==> src/i2cm_pkg.sv <==
// ----------------------------------------------------------------------------
// i2cm_pkg
// Shared types, state codes, register indexes and line levels for the
// bit-banged I2C register-access master.
// ----------------------------------------------------------------------------
package i2cm_pkg;

  // Configuration port geometry.
  localparam int CFG_IDX_W  = 1;
  localparam int CFG_DATA_W = 16;

  // Register indexes.
  localparam logic [CFG_IDX_W-1:0] CFG_PHASE_TICKS = 1'd0;
  localparam logic [CFG_IDX_W-1:0] CFG_ACK_TIMEOUT = 1'd1;

  // Register reset values.
  localparam logic [15:0] PHASE_TICKS_RST = 16'd2;
  localparam logic [7:0]  ACK_TIMEOUT_RST = 8'd250;

  // Operation codes of a request.
  localparam logic [1:0] OP_WRITE = 2'd0;
  localparam logic [1:0] OP_READ  = 2'd1;
  localparam logic [1:0] OP_PROBE = 2'd2;
  localparam logic [1:0] OP_NONE  = 2'd3;

  // Byte stage within a transaction.
  localparam logic [1:0] STG_DEV  = 2'd0;
  localparam logic [1:0] STG_REG  = 2'd1;
  localparam logic [1:0] STG_LAST = 2'd2;

  // Bus sequencer state codes.
  localparam int          ST_W        = 5;
  localparam logic [4:0]  ST_IDLE     = 5'd0;
  localparam logic [4:0]  ST_RS_PREP  = 5'd1;
  localparam logic [4:0]  ST_ST_HI1   = 5'd2;
  localparam logic [4:0]  ST_ST_HI2   = 5'd3;
  localparam logic [4:0]  ST_ST_LO1   = 5'd4;
  localparam logic [4:0]  ST_ST_LO2   = 5'd5;
  localparam logic [4:0]  ST_TX_LOW   = 5'd6;
  localparam logic [4:0]  ST_TX_HIGH  = 5'd7;
  localparam logic [4:0]  ST_TX_TAIL  = 5'd8;
  localparam logic [4:0]  ST_ACK_LOW  = 5'd9;
  localparam logic [4:0]  ST_ACK_POLL = 5'd10;
  localparam logic [4:0]  ST_RX_LOW   = 5'd11;
  localparam logic [4:0]  ST_RX_HIGH  = 5'd12;
  localparam logic [4:0]  ST_NK_LOW   = 5'd13;
  localparam logic [4:0]  ST_NK_HIGH  = 5'd14;
  localparam logic [4:0]  ST_SP_A1    = 5'd15;
  localparam logic [4:0]  ST_SP_A2    = 5'd16;
  localparam logic [4:0]  ST_SP_B1    = 5'd17;
  localparam logic [4:0]  ST_SP_B2    = 5'd18;
  localparam logic [4:0]  ST_SP_C1    = 5'd19;
  localparam logic [4:0]  ST_SP_C2    = 5'd20;
  localparam logic [4:0]  ST_COUNT    = 5'd21;

  // One input item: a bus tick, possibly carrying a request.
  typedef struct packed {
    logic       kind;
    logic [1:0] op;
    logic [7:0] dev_addr;
    logic [7:0] reg_addr;
    logic [7:0] wr_data;
    logic       sda_in;
  } in_item_t;

  // One result item per tick.
  typedef struct packed {
    logic       scl_out;
    logic       sda_out;
    logic       busy_res;
    logic       done_res;
    logic       fail;
    logic [7:0] read_data;
  } out_item_t;

  // Configuration register contents.
  typedef struct packed {
    logic [15:0] phase_ticks;
    logic [7:0]  ack_timeout;
  } cfg_t;

  // Sequencer state carried from tick to tick.
  typedef struct packed {
    logic [ST_W-1:0] bus_state;
    logic [15:0]     phase_count;
    logic [3:0]      bit_index;
    logic [7:0]      shift_reg;
    logic [7:0]      poll_count;
    logic [1:0]      held_op;
    logic [7:0]      held_dev;
    logic [7:0]      held_reg;
    logic [7:0]      held_data;
    logic [7:0]      rx_byte;
    logic [1:0]      byte_stage;
    logic            failed;
  } seq_state_t;

  localparam seq_state_t SEQ_STATE_RST = '{
    bus_state:   ST_IDLE,
    phase_count: 16'd0,
    bit_index:   4'd0,
    shift_reg:   8'd0,
    poll_count:  8'd0,
    held_op:     OP_WRITE,
    held_dev:    8'd0,
    held_reg:    8'd0,
    held_data:   8'd0,
    rx_byte:     8'd0,
    byte_stage:  STG_DEV,
    failed:      1'b0
  };

  // Base line levels per state: bit 1 is SCL, bit 0 is SDA.
  function automatic logic [1:0] state_level(input logic [ST_W-1:0] st);
    logic [1:0] lvl;
    lvl = 2'b11;
    case (st)
      ST_RS_PREP, ST_ACK_LOW, ST_RX_LOW, ST_NK_LOW:  lvl = 2'b01;
      ST_ST_LO1, ST_ST_LO2, ST_TX_HIGH, ST_SP_B1,
      ST_SP_B2:                                       lvl = 2'b10;
      ST_TX_LOW, ST_TX_TAIL, ST_SP_A1, ST_SP_A2:     lvl = 2'b00;
      default:                                        lvl = 2'b11;
    endcase
    return lvl;
  endfunction

endpackage

==> src/i2cm_stream_if.sv <==
// ----------------------------------------------------------------------------
// i2cm_stream_if
// Valid/ready channel carrying one payload item per accepted request.
// ----------------------------------------------------------------------------
interface i2cm_stream_if #(
  parameter type T = logic
);
  logic valid;
  logic ready;
  T     data;

  modport source (output valid, output data, input ready);
  modport sink   (input valid, input data, output ready);
endinterface

==> src/i2cm_cfg.sv <==
// ----------------------------------------------------------------------------
// i2cm_cfg
// Configuration register file: phase length and acknowledge timeout.
// ----------------------------------------------------------------------------
module i2cm_cfg
  import i2cm_pkg::*;
(
  input  logic                  clk,
  input  logic                  rst_n,
  input  logic                  cfg_we,
  input  logic [CFG_IDX_W-1:0]  cfg_idx,
  input  logic [CFG_DATA_W-1:0] cfg_wdata,
  output cfg_t                  cfg_o
);

  cfg_t cfg_r;
  cfg_t cfg_nxt;

  // Decode the register index on a write.
  always_comb begin
    cfg_nxt = cfg_r;
    if (cfg_we) begin
      unique case (cfg_idx)
        CFG_PHASE_TICKS: cfg_nxt.phase_ticks = cfg_wdata[15:0];
        CFG_ACK_TIMEOUT: cfg_nxt.ack_timeout = cfg_wdata[7:0];
        default:         cfg_nxt = cfg_r;
      endcase
    end
  end

  always_ff @(posedge clk) begin
    if (!rst_n) begin
      cfg_r.phase_ticks <= PHASE_TICKS_RST;
      cfg_r.ack_timeout <= ACK_TIMEOUT_RST;
    end else begin
      cfg_r <= cfg_nxt;
    end
  end

  assign cfg_o = cfg_r;

endmodule

==> src/i2cm_step.sv <==
// ----------------------------------------------------------------------------
// i2cm_step
// One bus tick of the sequencer: request capture, line levels, phase
// counting, bit shifting, acknowledge polling and state advance.
// ----------------------------------------------------------------------------
module i2cm_step
  import i2cm_pkg::*;
(
  input  seq_state_t state_i,
  input  in_item_t   item_i,
  input  cfg_t       cfg_i,
  output seq_state_t state_o,
  output out_item_t  res_o
);

  seq_state_t  s;
  logic [15:0] q;
  logic [16:0] pc;
  logic [1:0]  lvl;
  logic        busy;
  logic        done;
  logic [7:0]  rx_shift;

  always_comb begin
    s        = state_i;
    done     = 1'b0;
    q        = (cfg_i.phase_ticks == 16'd0) ? 16'd1 : cfg_i.phase_ticks;
    rx_shift = {state_i.shift_reg[6:0], item_i.sda_in};

    // Codes outside the sequencer fall back to idle.
    if (s.bus_state >= ST_COUNT) begin
      s.bus_state = ST_IDLE;
    end

    // A request is taken only while idle; that tick opens the start condition.
    if (s.bus_state == ST_IDLE && item_i.kind && item_i.op != OP_NONE) begin
      s.held_op     = item_i.op;
      s.held_dev    = item_i.dev_addr;
      s.held_reg    = item_i.reg_addr;
      s.held_data   = item_i.wr_data;
      s.byte_stage  = STG_DEV;
      s.failed      = 1'b0;
      s.poll_count  = 8'd0;
      s.phase_count = 16'd0;
      s.bus_state   = ST_ST_HI1;
    end

    busy = (s.bus_state != ST_IDLE);
    pc   = {1'b0, s.phase_count} + 17'd1;

    // Line levels; send states put the current MSB on SDA.
    lvl = state_level(s.bus_state);
    if (s.bus_state == ST_TX_LOW || s.bus_state == ST_TX_HIGH ||
        s.bus_state == ST_TX_TAIL) begin
      lvl[0] = lvl[0] | s.shift_reg[7];
    end

    if (s.bus_state == ST_ACK_POLL) begin
      // Acknowledge poll: low SDA moves on, too many high polls fail.
      if (!item_i.sda_in) begin
        s.phase_count = 16'd0;
        if (s.held_op == OP_PROBE) begin
          s.bus_state = ST_SP_A1;
        end else if (s.byte_stage == STG_DEV) begin
          s.byte_stage = STG_REG;
          s.shift_reg  = s.held_reg;
          s.bit_index  = 4'd0;
          s.bus_state  = ST_TX_LOW;
        end else if (s.byte_stage == STG_REG) begin
          s.byte_stage = STG_LAST;
          if (s.held_op == OP_WRITE) begin
            s.shift_reg = s.held_data;
            s.bit_index = 4'd0;
            s.bus_state = ST_TX_LOW;
          end else begin
            s.bus_state = ST_RS_PREP;
          end
        end else if (s.held_op == OP_WRITE) begin
          s.bus_state = ST_SP_A1;
        end else begin
          s.shift_reg = 8'd0;
          s.bit_index = 4'd0;
          s.bus_state = ST_RX_LOW;
        end
      end else if (s.poll_count >= cfg_i.ack_timeout) begin
        s.failed      = 1'b1;
        s.phase_count = 16'd0;
        s.bus_state   = ST_SP_A1;
      end else begin
        s.poll_count = s.poll_count + 8'd1;
      end
    end else if (busy) begin
      // Timed phases advance when the phase count runs out.
      if (pc >= {1'b0, q}) begin
        s.phase_count = 16'd0;
        case (s.bus_state)
          ST_ST_LO2: begin
            s.shift_reg = (s.byte_stage == STG_DEV) ? s.held_dev : s.held_dev + 8'd1;
            s.bit_index = 4'd0;
            s.bus_state = ST_TX_LOW;
          end
          ST_TX_TAIL: begin
            s.shift_reg = {s.shift_reg[6:0], 1'b0};
            s.bit_index = s.bit_index + 4'd1;
            if (s.bit_index >= 4'd8) begin
              s.poll_count = 8'd0;
              s.bus_state  = ST_ACK_LOW;
            end else begin
              s.bus_state = ST_TX_LOW;
            end
          end
          ST_RX_HIGH: begin
            s.shift_reg = rx_shift;
            s.bit_index = s.bit_index + 4'd1;
            if (s.bit_index >= 4'd8) begin
              s.rx_byte   = rx_shift;
              s.bus_state = ST_NK_LOW;
            end else begin
              s.bus_state = ST_RX_LOW;
            end
          end
          ST_NK_HIGH: begin
            s.bus_state = ST_SP_A1;
          end
          ST_SP_C2: begin
            done        = 1'b1;
            s.bus_state = ST_IDLE;
          end
          default: begin
            s.bus_state = s.bus_state + 5'd1;
          end
        endcase
      end else begin
        s.phase_count = pc[15:0];
      end
    end
  end

  // Result of this tick.
  always_comb begin
    res_o.scl_out   = lvl[1];
    res_o.sda_out   = lvl[0];
    res_o.busy_res  = busy;
    res_o.done_res  = done;
    res_o.fail      = done & s.failed;
    res_o.read_data = s.rx_byte;
  end

  assign state_o = s;

endmodule

==> src/i2c_master_register_access_top.sv <==
// ----------------------------------------------------------------------------
// i2c_master_register_access_top
// Bit-banged I2C master for register write, register read and address probe,
// stepped one bus tick per input request.
//
//   channel  | dir | handshake      | payload
//   ---------+-----+----------------+-------------------------------------------
//   in_if    | in  | valid / ready  | kind, op, dev_addr, reg_addr, wr_data, sda_in
//   out_if   | out | valid / ready  | scl_out, sda_out, busy_res, done_res, fail,
//            |     |                | read_data
//   cfg_*    | in  | write enable   | cfg_idx, cfg_wdata (16 bit)
//
// Each tick passes an input register, one pass of sequencer logic and a
// result register before its result is offered on out_if.
// One request is accepted per cycle as long as the result side keeps up; the
// sequencer state register is the only loop, closed through u_step.
// A stall on out_if holds the result register and the input register, and
// in_if.ready drops only when both are full.
// Synchronous reset clears the sequencer, valids and config, not payload data.
// ----------------------------------------------------------------------------
module i2c_master_register_access_top
  import i2cm_pkg::*;
(
  input  logic                  clk,
  input  logic                  rst_n,
  i2cm_stream_if.sink           in_if,
  i2cm_stream_if.source         out_if,
  input  logic                  cfg_we,
  input  logic [CFG_IDX_W-1:0]  cfg_idx,
  input  logic [CFG_DATA_W-1:0] cfg_wdata
);

  cfg_t       cfg;
  in_item_t   in_r;
  logic       in_v_r;
  logic       in_v_nxt;
  out_item_t  out_r;
  logic       out_v_r;
  logic       out_v_nxt;
  seq_state_t st_r;
  seq_state_t st_nxt;
  out_item_t  res;
  logic       in_take;
  logic       adv;

  // Configuration registers.
  i2cm_cfg u_cfg (
    .clk       (clk),
    .rst_n     (rst_n),
    .cfg_we    (cfg_we),
    .cfg_idx   (cfg_idx),
    .cfg_wdata (cfg_wdata),
    .cfg_o     (cfg)
  );

  // Sequencer logic for one tick.
  i2cm_step u_step (
    .state_i (st_r),
    .item_i  (in_r),
    .cfg_i   (cfg),
    .state_o (st_nxt),
    .res_o   (res)
  );

  // Handshake: a held tick advances when the result register is free or drains.
  assign adv          = in_v_r & (~out_v_r | out_if.ready);
  assign in_if.ready  = ~in_v_r | adv;
  assign in_take      = in_if.valid & in_if.ready;
  assign out_if.valid = out_v_r;
  assign out_if.data  = out_r;

  always_comb begin
    in_v_nxt = in_v_r;
    if (in_take) begin
      in_v_nxt = 1'b1;
    end else if (adv) begin
      in_v_nxt = 1'b0;
    end
  end

  always_comb begin
    out_v_nxt = out_v_r;
    if (adv) begin
      out_v_nxt = 1'b1;
    end else if (out_if.ready) begin
      out_v_nxt = 1'b0;
    end
  end

  // Pipeline valids and sequencer state.
  always_ff @(posedge clk) begin
    if (!rst_n) begin
      in_v_r  <= 1'b0;
      out_v_r <= 1'b0;
      st_r    <= SEQ_STATE_RST;
    end else begin
      in_v_r  <= in_v_nxt;
      out_v_r <= out_v_nxt;
      if (adv) begin
        st_r <= st_nxt;
      end
    end
  end

  // Payload registers.
  always_ff @(posedge clk) begin
    if (in_take) begin
      in_r <= in_if.data;
    end
    if (adv) begin
      out_r <= res;
    end
  end

  // A finished transaction is always reported as busy on its last tick.
  a_done_busy: assert property (@(posedge clk) disable iff (!rst_n)
    out_v_r && out_r.done_res |-> out_r.busy_res)
    else $error("done without busy");

  // Fail is only raised together with done.
  a_fail_done: assert property (@(posedge clk) disable iff (!rst_n)
    out_v_r && out_r.fail |-> out_r.done_res)
    else $error("fail without done");

  // An idle sequencer holds no pending phase count.
  a_idle_phase: assert property (@(posedge clk) disable iff (!rst_n)
    st_r.bus_state == ST_IDLE |-> st_r.phase_count == 16'd0)
    else $error("phase count left over in idle");

  // Bit counter never runs past one byte.
  a_bit_index: assert property (@(posedge clk) disable iff (!rst_n)
    st_r.bit_index <= 4'd8)
    else $error("bit index out of range");

  // An advancing tick always lands in the result register.
  a_adv_out: assert property (@(posedge clk) disable iff (!rst_n)
    adv |=> out_v_r)
    else $error("result lost");

endmodule
==> src/flat_wrapper.sv <==
// flat-port wrapper written by rule: the top's interface ports become plain ports
module i2c_master_register_access_top_flat import i2cm_pkg::*;
  (clk, rst_n, cfg_we, cfg_idx, cfg_wdata, in_if_valid, in_if_data, in_if_ready, out_if_valid, out_if_data, out_if_ready);
  i2cm_stream_if in_if_i ();
  i2cm_stream_if out_if_i ();
  input  logic clk;
  input  logic rst_n;
  input  logic cfg_we;
  input  logic [CFG_IDX_W-1:0] cfg_idx;
  input  logic [CFG_DATA_W-1:0] cfg_wdata;
  input wire logic [$bits(in_if_i.valid)-1:0] in_if_valid;
  input wire logic [$bits(in_if_i.data)-1:0] in_if_data;
  output wire logic [$bits(in_if_i.ready)-1:0] in_if_ready;
  output wire logic [$bits(out_if_i.valid)-1:0] out_if_valid;
  output wire logic [$bits(out_if_i.data)-1:0] out_if_data;
  input wire logic [$bits(out_if_i.ready)-1:0] out_if_ready;
  assign in_if_i.valid = in_if_valid;
  assign in_if_i.data = in_if_data;
  assign in_if_ready = in_if_i.ready;
  assign out_if_valid = out_if_i.valid;
  assign out_if_data = out_if_i.data;
  assign out_if_i.ready = out_if_ready;
  i2c_master_register_access_top u_core (.clk(clk), .rst_n(rst_n), .in_if(in_if_i), .out_if(out_if_i), .cfg_we(cfg_we), .cfg_idx(cfg_idx), .cfg_wdata(cfg_wdata));
endmodule
==> config.mk <==
export PLATFORM = sky130hd
export DESIGN_NAME = i2c_master_register_access_top_flat
export DESIGN_NICKNAME = d
export VERILOG_FILES = /design/src/i2cm_pkg.sv /design/src/i2cm_stream_if.sv /design/src/i2cm_cfg.sv /design/src/i2cm_step.sv /design/src/i2c_master_register_access_top.sv /design/src/flat_wrapper.sv
export SDC_FILE = /design/constraint.sdc
export NUM_CORES = 1
export LEC_CHECK = 0
export BUFFER_PORTS_ARGS = -buffer_cell sky130_fd_sc_hd__buf_2
export CAP_MARGIN = 20
export CORE_ASPECT_RATIO = 0.9
export CORE_MARGIN = 4
export CORE_UTILIZATION = 35
export DETAILED_ROUTE_END_ITERATION = 10
export GPL_TIMING_DRIVEN = 0
export HOLD_SLACK_MARGIN = 0.06
export MAX_ROUTING_LAYER = met4
export SYNTH_ARGS = -nofsm -noshare
export SYNTH_HDL_FRONTEND = slang
export SYNTH_HIERARCHICAL = 1
export SYNTH_SLANG_ARGS = --single-unit
==> constraint.sdc <==
create_clock -name clk -period 10.8 [get_ports clk]
set_clock_uncertainty 0.2 [all_clocks]
set_input_delay 2.16 -clock clk [delete_from_list [all_inputs] [get_ports clk]]
set_output_delay 2.16 -clock clk [all_outputs]
set_load 0.1 [all_outputs]
==> metrics, run 1 <==
type of origin of the critical path primary input; via count 4891; Final Setup Violations 0; placed insts 936; layout cells sized above 1 13.3%; FF-to-FF path depth 21; sum of negative setup slack 0 ns; chip height 124 µm; Resized Gates After CTS 0; DP Wirelength 10.9 mm; final RePlAce weighted congestion 0.976; antenna viol nets, final 0; vias in the first global route 4591; final WL 14.2 mm; clock latency on the worst-skew pair 0.35 ns; total track usage 17.9%; CTS buffer count 9; worst r2r dst u_core/st_r[64]; critical path type in2out; outcome finished, final reports clean; Peak VDD IR 0.000129 V; CP Max Fanout 4; CTS tree built; fin util 40.3%; synthesized cell area 5250 µm²; Power Density 111 nW/µm²; clock buffer depth 2; first-pass GRT wire length 23.3 mm; core area 14700 µm²; grt ovf 0; CTS root buffer clkbuf_16; final hold viol count 0; Final WS setup 5.64 ns; Post-Syn Area per Cell 7.39 µm²; fin nets 808; Data required, critical path 8.44 ns; Worst-Margin Slew 0.594 ns; clock transition at the registers of the reported paths 0.06 ns; Vias per Instance 5.14; Initial Utilization 35.7%; Detailed Route Iter0 Violations 363; Max Slew Vio Count 0; CTS Sinks 66; initial antenna violation count 0; H-Tree Depth 3; Tcrit/Tclk final 47.8%; critical path endpoint category output port; Pre-Repair DR Iteration Count 5; # rows 42; RSZ-0062 raised after global routing no; drc violations 0; I/O Buffers 22; pre-CTS WS 5.64 ns; Worst EP arrival 2.80 ns; Max Clk Rate 194 MHz; Max Cap Viol 0; Leak 2.44 nW; P&R area growth vs syn 13.1%; Finished Layout Cells 952; largest net degree at the start of global routing 15; Slew HR 59.4%; R2R setup slack 5.90 ns; Avg WL per Cell 14.9 µm; yosys warns 6; IO Count 26; r2r startpoint u_core/st_r[57]; Post-CTS Hold Buffers 0; hold path depth 2; fin crit period 5.16 ns; ant diodes 0; Die X 137 µm; setup repair bufs after CTS 0; WHS Endpoint u_core/st_r[44]; hold crit path type reg2reg; HP Start u_core/st_r[44]; die area 17000 µm²; gate count after technology mapping 710
power by group:
group          total (mW)  switching (mW)  internal [mW]
combinational      0.0933          0.0594         0.0339
clock               0.306           0.124          0.182
sequential          0.257         0.00549          0.251
final cells by class:
cell class	instances	area [µm²]
inverters	43	161
clock buffers	9	225
repair buffers	22	110
flip-flops and latches	66	1340
well taps	198	248
clock inverters	7	81.3
plain buffers	65	375
multi-input cells	542	3390
fillers	1582	8780
layout by cell type, fill, tap and decap left out, types with 22 or more instances in the layout:
| cell type | count |
|---|---|
| nand3_1 | 32 |
| nand2_1 | 165 |
| a21oi_1 | 26 |
| dfxtp_1 | 64 |
| inv_1 | 41 |
| o21ai_0 | 30 |
| nor2_1 | 35 |
| ha_1 | 36 |
| mux2i_1 | 56 |
| clkbuf_1 | 22 |
| buf_2 | 47 |
through the flow:
stage                     hold slack (ns)  power (mW)  instance area [µm²]
final                               0.259       0.656                 5940
after global placement              0.246       0.351                 5630
after CTS                           0.259       0.660                 5940
after floorplan                     0.230       0.328                 5270
after detailed placement            0.249       0.350                 5630
after global routing                0.289       0.685                 5940
flip-flops by register name, indices dropped and copies added (netlist names):
| name | cells |
|---|---|
| u_core/u_cfg/cfg_o | 24 |
| u_core/st_r | 38 |
| u_core/in_v_r | 1 |
| u_core/out_if.data | 1 |
| u_core/in_r | 1 |
| u_core/out_if.valid | 1 |
metal layers:
| metal | vias to the layer above | routed length [µm] | track usage (%) |
|---|---|---|---|
| li1 | 2491 | - | - |
| met1 | 2278 | 6960 | 24.0 |
| met2 | 108 | 6280 | 27.6 |
| met3 | 14 | 696 | 3.31 |
| met4 | 0 | 216 | 5.30 |
| met5 | - | 0 | - |
critical path, cell delays in order:
cell and delay, ns:
buf_2 0.10, nor2b_4 0.04, nand2_1 0.07, buf_2 0.42
worst max path at each step:
| stage | start | end | depth (start not counted) |
|---|---|---|---|
| finish | out_if_ready | in_if_ready | 4 |
| global route | u_core/st_r[57] | u_core/st_r[64] | 21 |
| CTS | out_if_ready | in_if_ready | 4 |
| detailed placement | out_if_ready | in_if_ready | 4 |
| global placement | out_if_ready | in_if_ready | 4 |
| floorplan | out_if_ready | in_if_ready | 2 |
Power figures use the tool's default switching activity.
==> run 2: changes to the inputs <==
clock period = 5.15 ns   (was 10.8 ns; I/O delays follow)
==> run 2 against run 1 <==
  * Cell count did not move
  * Count of clock-buffer cells in the layout stayed put
  * Design area is 0.13% higher
  * Non-clock buffer count did not move
  * Worst setup slack worse by 5.2 ns
  * Hold slack is essentially flat
  * Sequential share of layout area hardly changed
  * First-iteration DRC count is 2.2% higher
  * Die area unchanged
==> metrics, run 2 (synthesis gave the netlist of run 1 again) <==
Vias per Instance 5.12 (-0.37%); area of the multi-input gates 3400 µm² (+0.22%); layout cells sized above 1 13.5% (+0.27 points); Slew HR 59.4% (about the same); total track usage 17.9% (unchanged); Power Density 231 nW/µm² (+110%); CTS tree built; die area 17000 µm² (unchanged); fin crit period 4.73 ns; number of flip-flops in the largest register 38 (unchanged); Detailed Route Iter0 Violations 371 (+2.2%); core area 14700 µm² (unchanged); RSZ-0062 raised after global routing no; clock buffer depth 2 (unchanged); switching portion of total power 28.7% (-0.042 points); Max Clk Rate 211 MHz; Worst EP arrival 4.81 ns (+2.01 ns); IO Count 26 (unchanged); sequential fraction of design power 39.2% (about the same); Max Slew Vio Count 0 (unchanged); initial antenna violation count 0 (unchanged); placed insts 936 (unchanged); P&R area growth vs syn 13.2%; type of origin of the critical path flip-flop; Data required, critical path 5.23 ns (-3.21 ns); Tcrit/Tclk final 91.9%; Storage cell area 1340 µm² (unchanged); setup repair bufs after CTS 0 (unchanged); Peak VDD IR 0.000271 V (+110%); critical path type reg2reg; Pre-Repair DR Iteration Count 5 (unchanged); final hold viol count 0 (unchanged); antenna viol nets, final 0 (unchanged); sum of negative setup slack 0 ns (unchanged); combinational fraction of design power 14.2% (about the same); fin util 40.4% (+0.051 points); Max Cap Viol 0 (unchanged); first-pass GRT wire length 23.3 mm (unchanged); Post-Place Cell Area 5630 µm² (unchanged); outcome finished, final reports clean; design area 5940 µm² (+0.13%); Resized Gates After CTS 0 (unchanged); Fill cells 1583 (+0.063%); drc violations 0 (unchanged); CP Max Fanout 9 (+5); Int Power 0.980 mW (+110%); # rows 42 (unchanged); commonest non-fill, non-tap cell in the layout nand2_1; final WL 14.2 mm (about the same); CTS Sinks 66 (unchanged); final RePlAce weighted congestion 0.976 (unchanged); Finished Layout Cells 952 (unchanged); CTS buffer count 9 (unchanged); largest net degree at the start of global routing 15 (unchanged); Post-CTS Hold Buffers 0 (unchanged); Initial Utilization 35.7% (unchanged); Leak 2.44 nW (about the same); I/O Buffers 22 (unchanged); clock network power share 46.6% (about the same); Biggest register u_core/st_r; grt ovf 0 (unchanged); Avg WL per Cell 14.9 µm (about the same); H-Tree Depth 3 (unchanged); commonest cells after routing, fill and taps aside nand2_1, dfxtp_1, mux2i_1; Final Setup Violations 0 (unchanged); DP Wirelength 10.9 mm (unchanged); vias in the first global route 4591 (unchanged); Hold Slack 0.259 ns (+0.0000110 ns); via count 4873 (-0.37%); chip height 124 µm (unchanged); clock transition at the registers of the reported paths 0.06 ns (about the same); NetSw 0.395 mW (+110%); Worst-Margin Slew 0.594 ns (-0.000407 ns); Die X 137 µm (unchanged); fin nets 808 (unchanged); critical path endpoint category flip-flop; ant diodes 0 (unchanged); CTS root buffer clkbuf_16; hold crit path type reg2reg; clock latency on the worst-skew pair 0.35 ns (about the same)
## run 2: cell counts in the layout (fill, tap and decap cells not counted)
Identical to the previous run, type by type.
## run 2: cell type report
class / count / share of cell area, %
multi-input combinational: 542 / 57.2
sequential: 66 / 22.6
buffer: 65 / 6.31
tap: 198 / 4.17
clock buffer: 9 / 3.79
inverter: 43 / 2.72
timing repair buffer: 22 / 1.85
clock inverter: 7 / 1.37
## run 2: power groups by stage
stage / Sequential (mW) / Clock (mW) / Combinational (mW)
global placement: 0.550 / 0 / 0.186
detailed placement: 0.550 / 0 / 0.185
floorplan: 0.552 / 0 / 0.135
finish: 0.539 / 0.641 / 0.196
global route: 0.540 / 0.680 / 0.215
CTS: 0.539 / 0.659 / 0.186
## run 2: per-stage QoR
stage / total power, mW / setup WS, ns
5_1_grt: 1.44 / 0.105
2_1_floorplan: 0.687 / 1.29
4_1_cts: 1.38 / 0.270
6_report: 1.38 / 0.418
3_5_place_dp: 0.735 / 0.298
3_3_place_gp: 0.735 / 0.348
## run 2: path summary, 6_finish.rpt
path | cells after the start | end | slack, ns | startpoint
hold reg to reg | 2 | u_core/st_r[44] | 0.26 | u_core/st_r[44]
setup / recovery | 21 | u_core/st_r[64] | 0.42 | u_core/st_r[61]
hold / removal | 2 | u_core/st_r[44] | 0.26 | u_core/st_r[44]
setup reg to reg | 21 | u_core/st_r[64] | 0.42 | u_core/st_r[61]
## run 2: worst max-delay path, cell delays in order, from the launching register on
cell and delay (ns):
dfxtp_1 0.33, clkbuf_1 0.28, nand2_1 0.16, nor3_2 0.41, nand2_1 0.12, nor4_2 0.39, nand3_1 0.19, xor2_1 0.19
nor2_1 0.06, ha_1 0.33, nand2_1 0.07, a21oi_1 0.04, a211oi_1 0.24, o21ai_1 0.16, or2_2 0.29, buf_2 0.18
buf_2 0.20, nor2_4 0.28, a21oi_1 0.12, nor3_1 0.22, nand2_1 0.08, mux2i_1 0.12
## run 2: routing by layer
metal  vias to the layer above  routed length (µm)  track usage (%)
li1                       2493                   -                -
met5                         -                   0                -
met1                      2244                6910             24.0
met3                        14                 736             3.31
met2                       122                6300             27.6
met4                         0                 215             5.30
==> run 3: changes to the inputs <==
BUFFER_PORTS_ARGS = unset   (was -buffer_cell sky130_fd_sc_hd__buf_2)
DONT_BUFFER_PORTS = 1   (was unset)
==> run 3 against run 2 <==
  * Count of clock-buffer cells in the layout up 1
  * Design area down 1.7%
  * Non-clock buffer count down 22
  * Total power up 1.1%
  * Hold slack worse by 0.0038 ns
  * Worst setup slack worse by 0.0058 ns
  * Cell count down 2.3%
  * Global-route usage down 0.088 points
  * Via count down 1.5%
  * Routed wire length down 1.9%
==> metrics, run 3 (synthesis gave the netlist of run 1 again) <==
core area 14700 µm² (unchanged); commonest non-fill, non-tap cell in the layout nand2_1; placed insts 914 (-2.4%); commonest cells after routing, fill and taps aside nand2_1, dfxtp_1, mux2i_1; Peak VDD IR 0.000146 V (-46%); number of flip-flops in the largest register 38 (unchanged); clock latency on the worst-skew pair 0.35 ns (about the same); Slew HR 35.8% (-24 points); Finished Layout Cells 930 (-2.3%); hold crit path type reg2reg; ant diodes 0 (unchanged); setup repair bufs after CTS 0 (unchanged); Tcrit/Tclk final 92.0% (+0.11 points); RSZ-0062 raised after global routing no; fin nets 786 (-2.7%); CTS Sinks 66 (unchanged); CP Max Fanout 9 (unchanged); outcome finished, final reports clean; Die X 137 µm (unchanged); final hold viol count 0 (unchanged); largest net degree at the start of global routing 14 (-1); Detailed Route Iter0 Violations 474 (+28%); sum of negative setup slack 0 ns (unchanged); die area 17000 µm² (unchanged); Pre-Repair DR Iteration Count 5 (unchanged); vias in the first global route 4476 (-2.5%); antenna viol nets, final 0 (unchanged); Max Clk Rate 211 MHz (-0.12%); grt ovf 0 (unchanged); IO Count 26 (unchanged); CTS root buffer clkbuf_16; via count 4802 (-1.5%); Data required, critical path 5.22 ns (about the same); H-Tree Depth 3 (unchanged); Max Cap Viol 0 (unchanged); Avg WL per Cell 14.9 µm (+0.38%); critical path type reg2reg; Final Setup Violations 0 (unchanged); P&R area growth vs syn 11.3%; chip height 124 µm (unchanged); Worst EP arrival 4.81 ns (about the same); initial antenna violation count 0 (unchanged); FF-to-FF path depth 21 (unchanged); final WL 13.9 mm (-1.9%); hold path depth 2 (unchanged); I/O Buffers 0 (-100%); DP Wirelength 10.6 mm (-2.2%); Post-CTS Hold Buffers 0 (unchanged); Hold Slack 0.255 ns (-0.00384 ns); CTS tree built; Max Slew Vio Count 0 (unchanged); clock transition at the registers of the reported paths 0.06 ns (about the same); Worst-Margin Slew 0.961 ns (+0.367 ns); Initial Utilization 35.7% (unchanged); # rows 42 (unchanged); drc violations 0 (unchanged); total track usage 17.8% (-0.088 points); first-pass GRT wire length 23.1 mm (-0.83%); final RePlAce weighted congestion 0.926 (-5.2%); critical path endpoint category flip-flop; Biggest register u_core/st_r; Leak 2.36 nW (-3.1%); Vias per Instance 5.16 (+0.87%); type of origin of the critical path flip-flop; CTS buffer count 9 (unchanged); layout cells sized above 1 10.8% (-2.7 points); Power Density 238 nW/µm² (+2.8%); clock buffer depth 2 (unchanged); fin crit period 4.74 ns (+0.00582 ns)
## run 3: metal layers
metal | part of all wire (%) | routed length [µm] | GRT usage, % | up-vias
met2 | 43 | 5930 | 25.7 | 142
met4 | 3.1 | 428 | 8.29 | 0
met5 | 0 | 0 | - | -
met1 | 49 | 6740 | 24.4 | 2185
met3 | 5.7 | 795 | 2.83 | 26
li1 | - | - | - | 2449
## run 3: worst paths after layout
kind / end / slack (ns) / from
setup / recovery: u_core/st_r[64] / 0.41 / u_core/st_r[57]
hold / removal: u_core/st_r[75] / 0.26 / u_core/st_r[75]
setup reg to reg: u_core/st_r[64] / 0.41 / u_core/st_r[57]
hold reg to reg: u_core/st_r[75] / 0.26 / u_core/st_r[75]
## run 3: report_power, final
part | switching, mW | internal (mW) | leakage (nW)
Sequential | 0.0171 | 0.527 | 0.538
Clock | 0.257 | 0.408 | 0.159
Combinational | 0.115 | 0.0655 | 1.67
## run 3: what timing repair did
action / 4_1_cts / 5_1_grt
resized for setup: 0 / 1
endpoints found under the hold margin: 0 / 0
setup endpoints to repair: 0 / 5
## run 3: final cells by class
cell class,count,area [µm²]
well taps,198,248
clock buffers,10,250
plain buffers,65,375
flip-flops and latches,66,1340
clock inverters,6,70.1
multi-input cells,542,3400
inverters,43,161
fillers,1592,8870
## run 3: critical path, cell delays in order, from the launching register on
cell and delay [ns]:
dfxtp_1 0.35, nand2_1 0.11, inv_1 0.13, ha_1 0.25
nand3_1 0.26, nor2_2 0.34, nand2_1 0.09, nor3_1 0.39
xnor2_1 0.13, ha_1 0.32, nand4_1 0.13, o21bai_1 0.09
a211oi_1 0.28, o21ai_1 0.16, or2_2 0.29, buf_2 0.18
buf_2 0.20, nor2_4 0.27, a21oi_1 0.11, nor3_1 0.20
nand2_1 0.08, mux2i_1 0.12
## run 3: stage by stage
| step | setup WS [ns] | power (mW) | util (%) | cell area, µm² |
|---|---|---|---|---|
| final | 0.412 | 1.39 | 39.7 | 5840 |
| after global routing | 0.00922 | 1.45 | 39.7 | 5840 |
| after CTS | 0.324 | 1.40 | 39.7 | 5840 |
| after detailed placement | 0.368 | 0.726 | 37.5 | 5520 |
| after global placement | 0.295 | 0.727 | 37.5 | 5520 |
| after floorplan | 1.29 | 0.687 | - | 5270 |
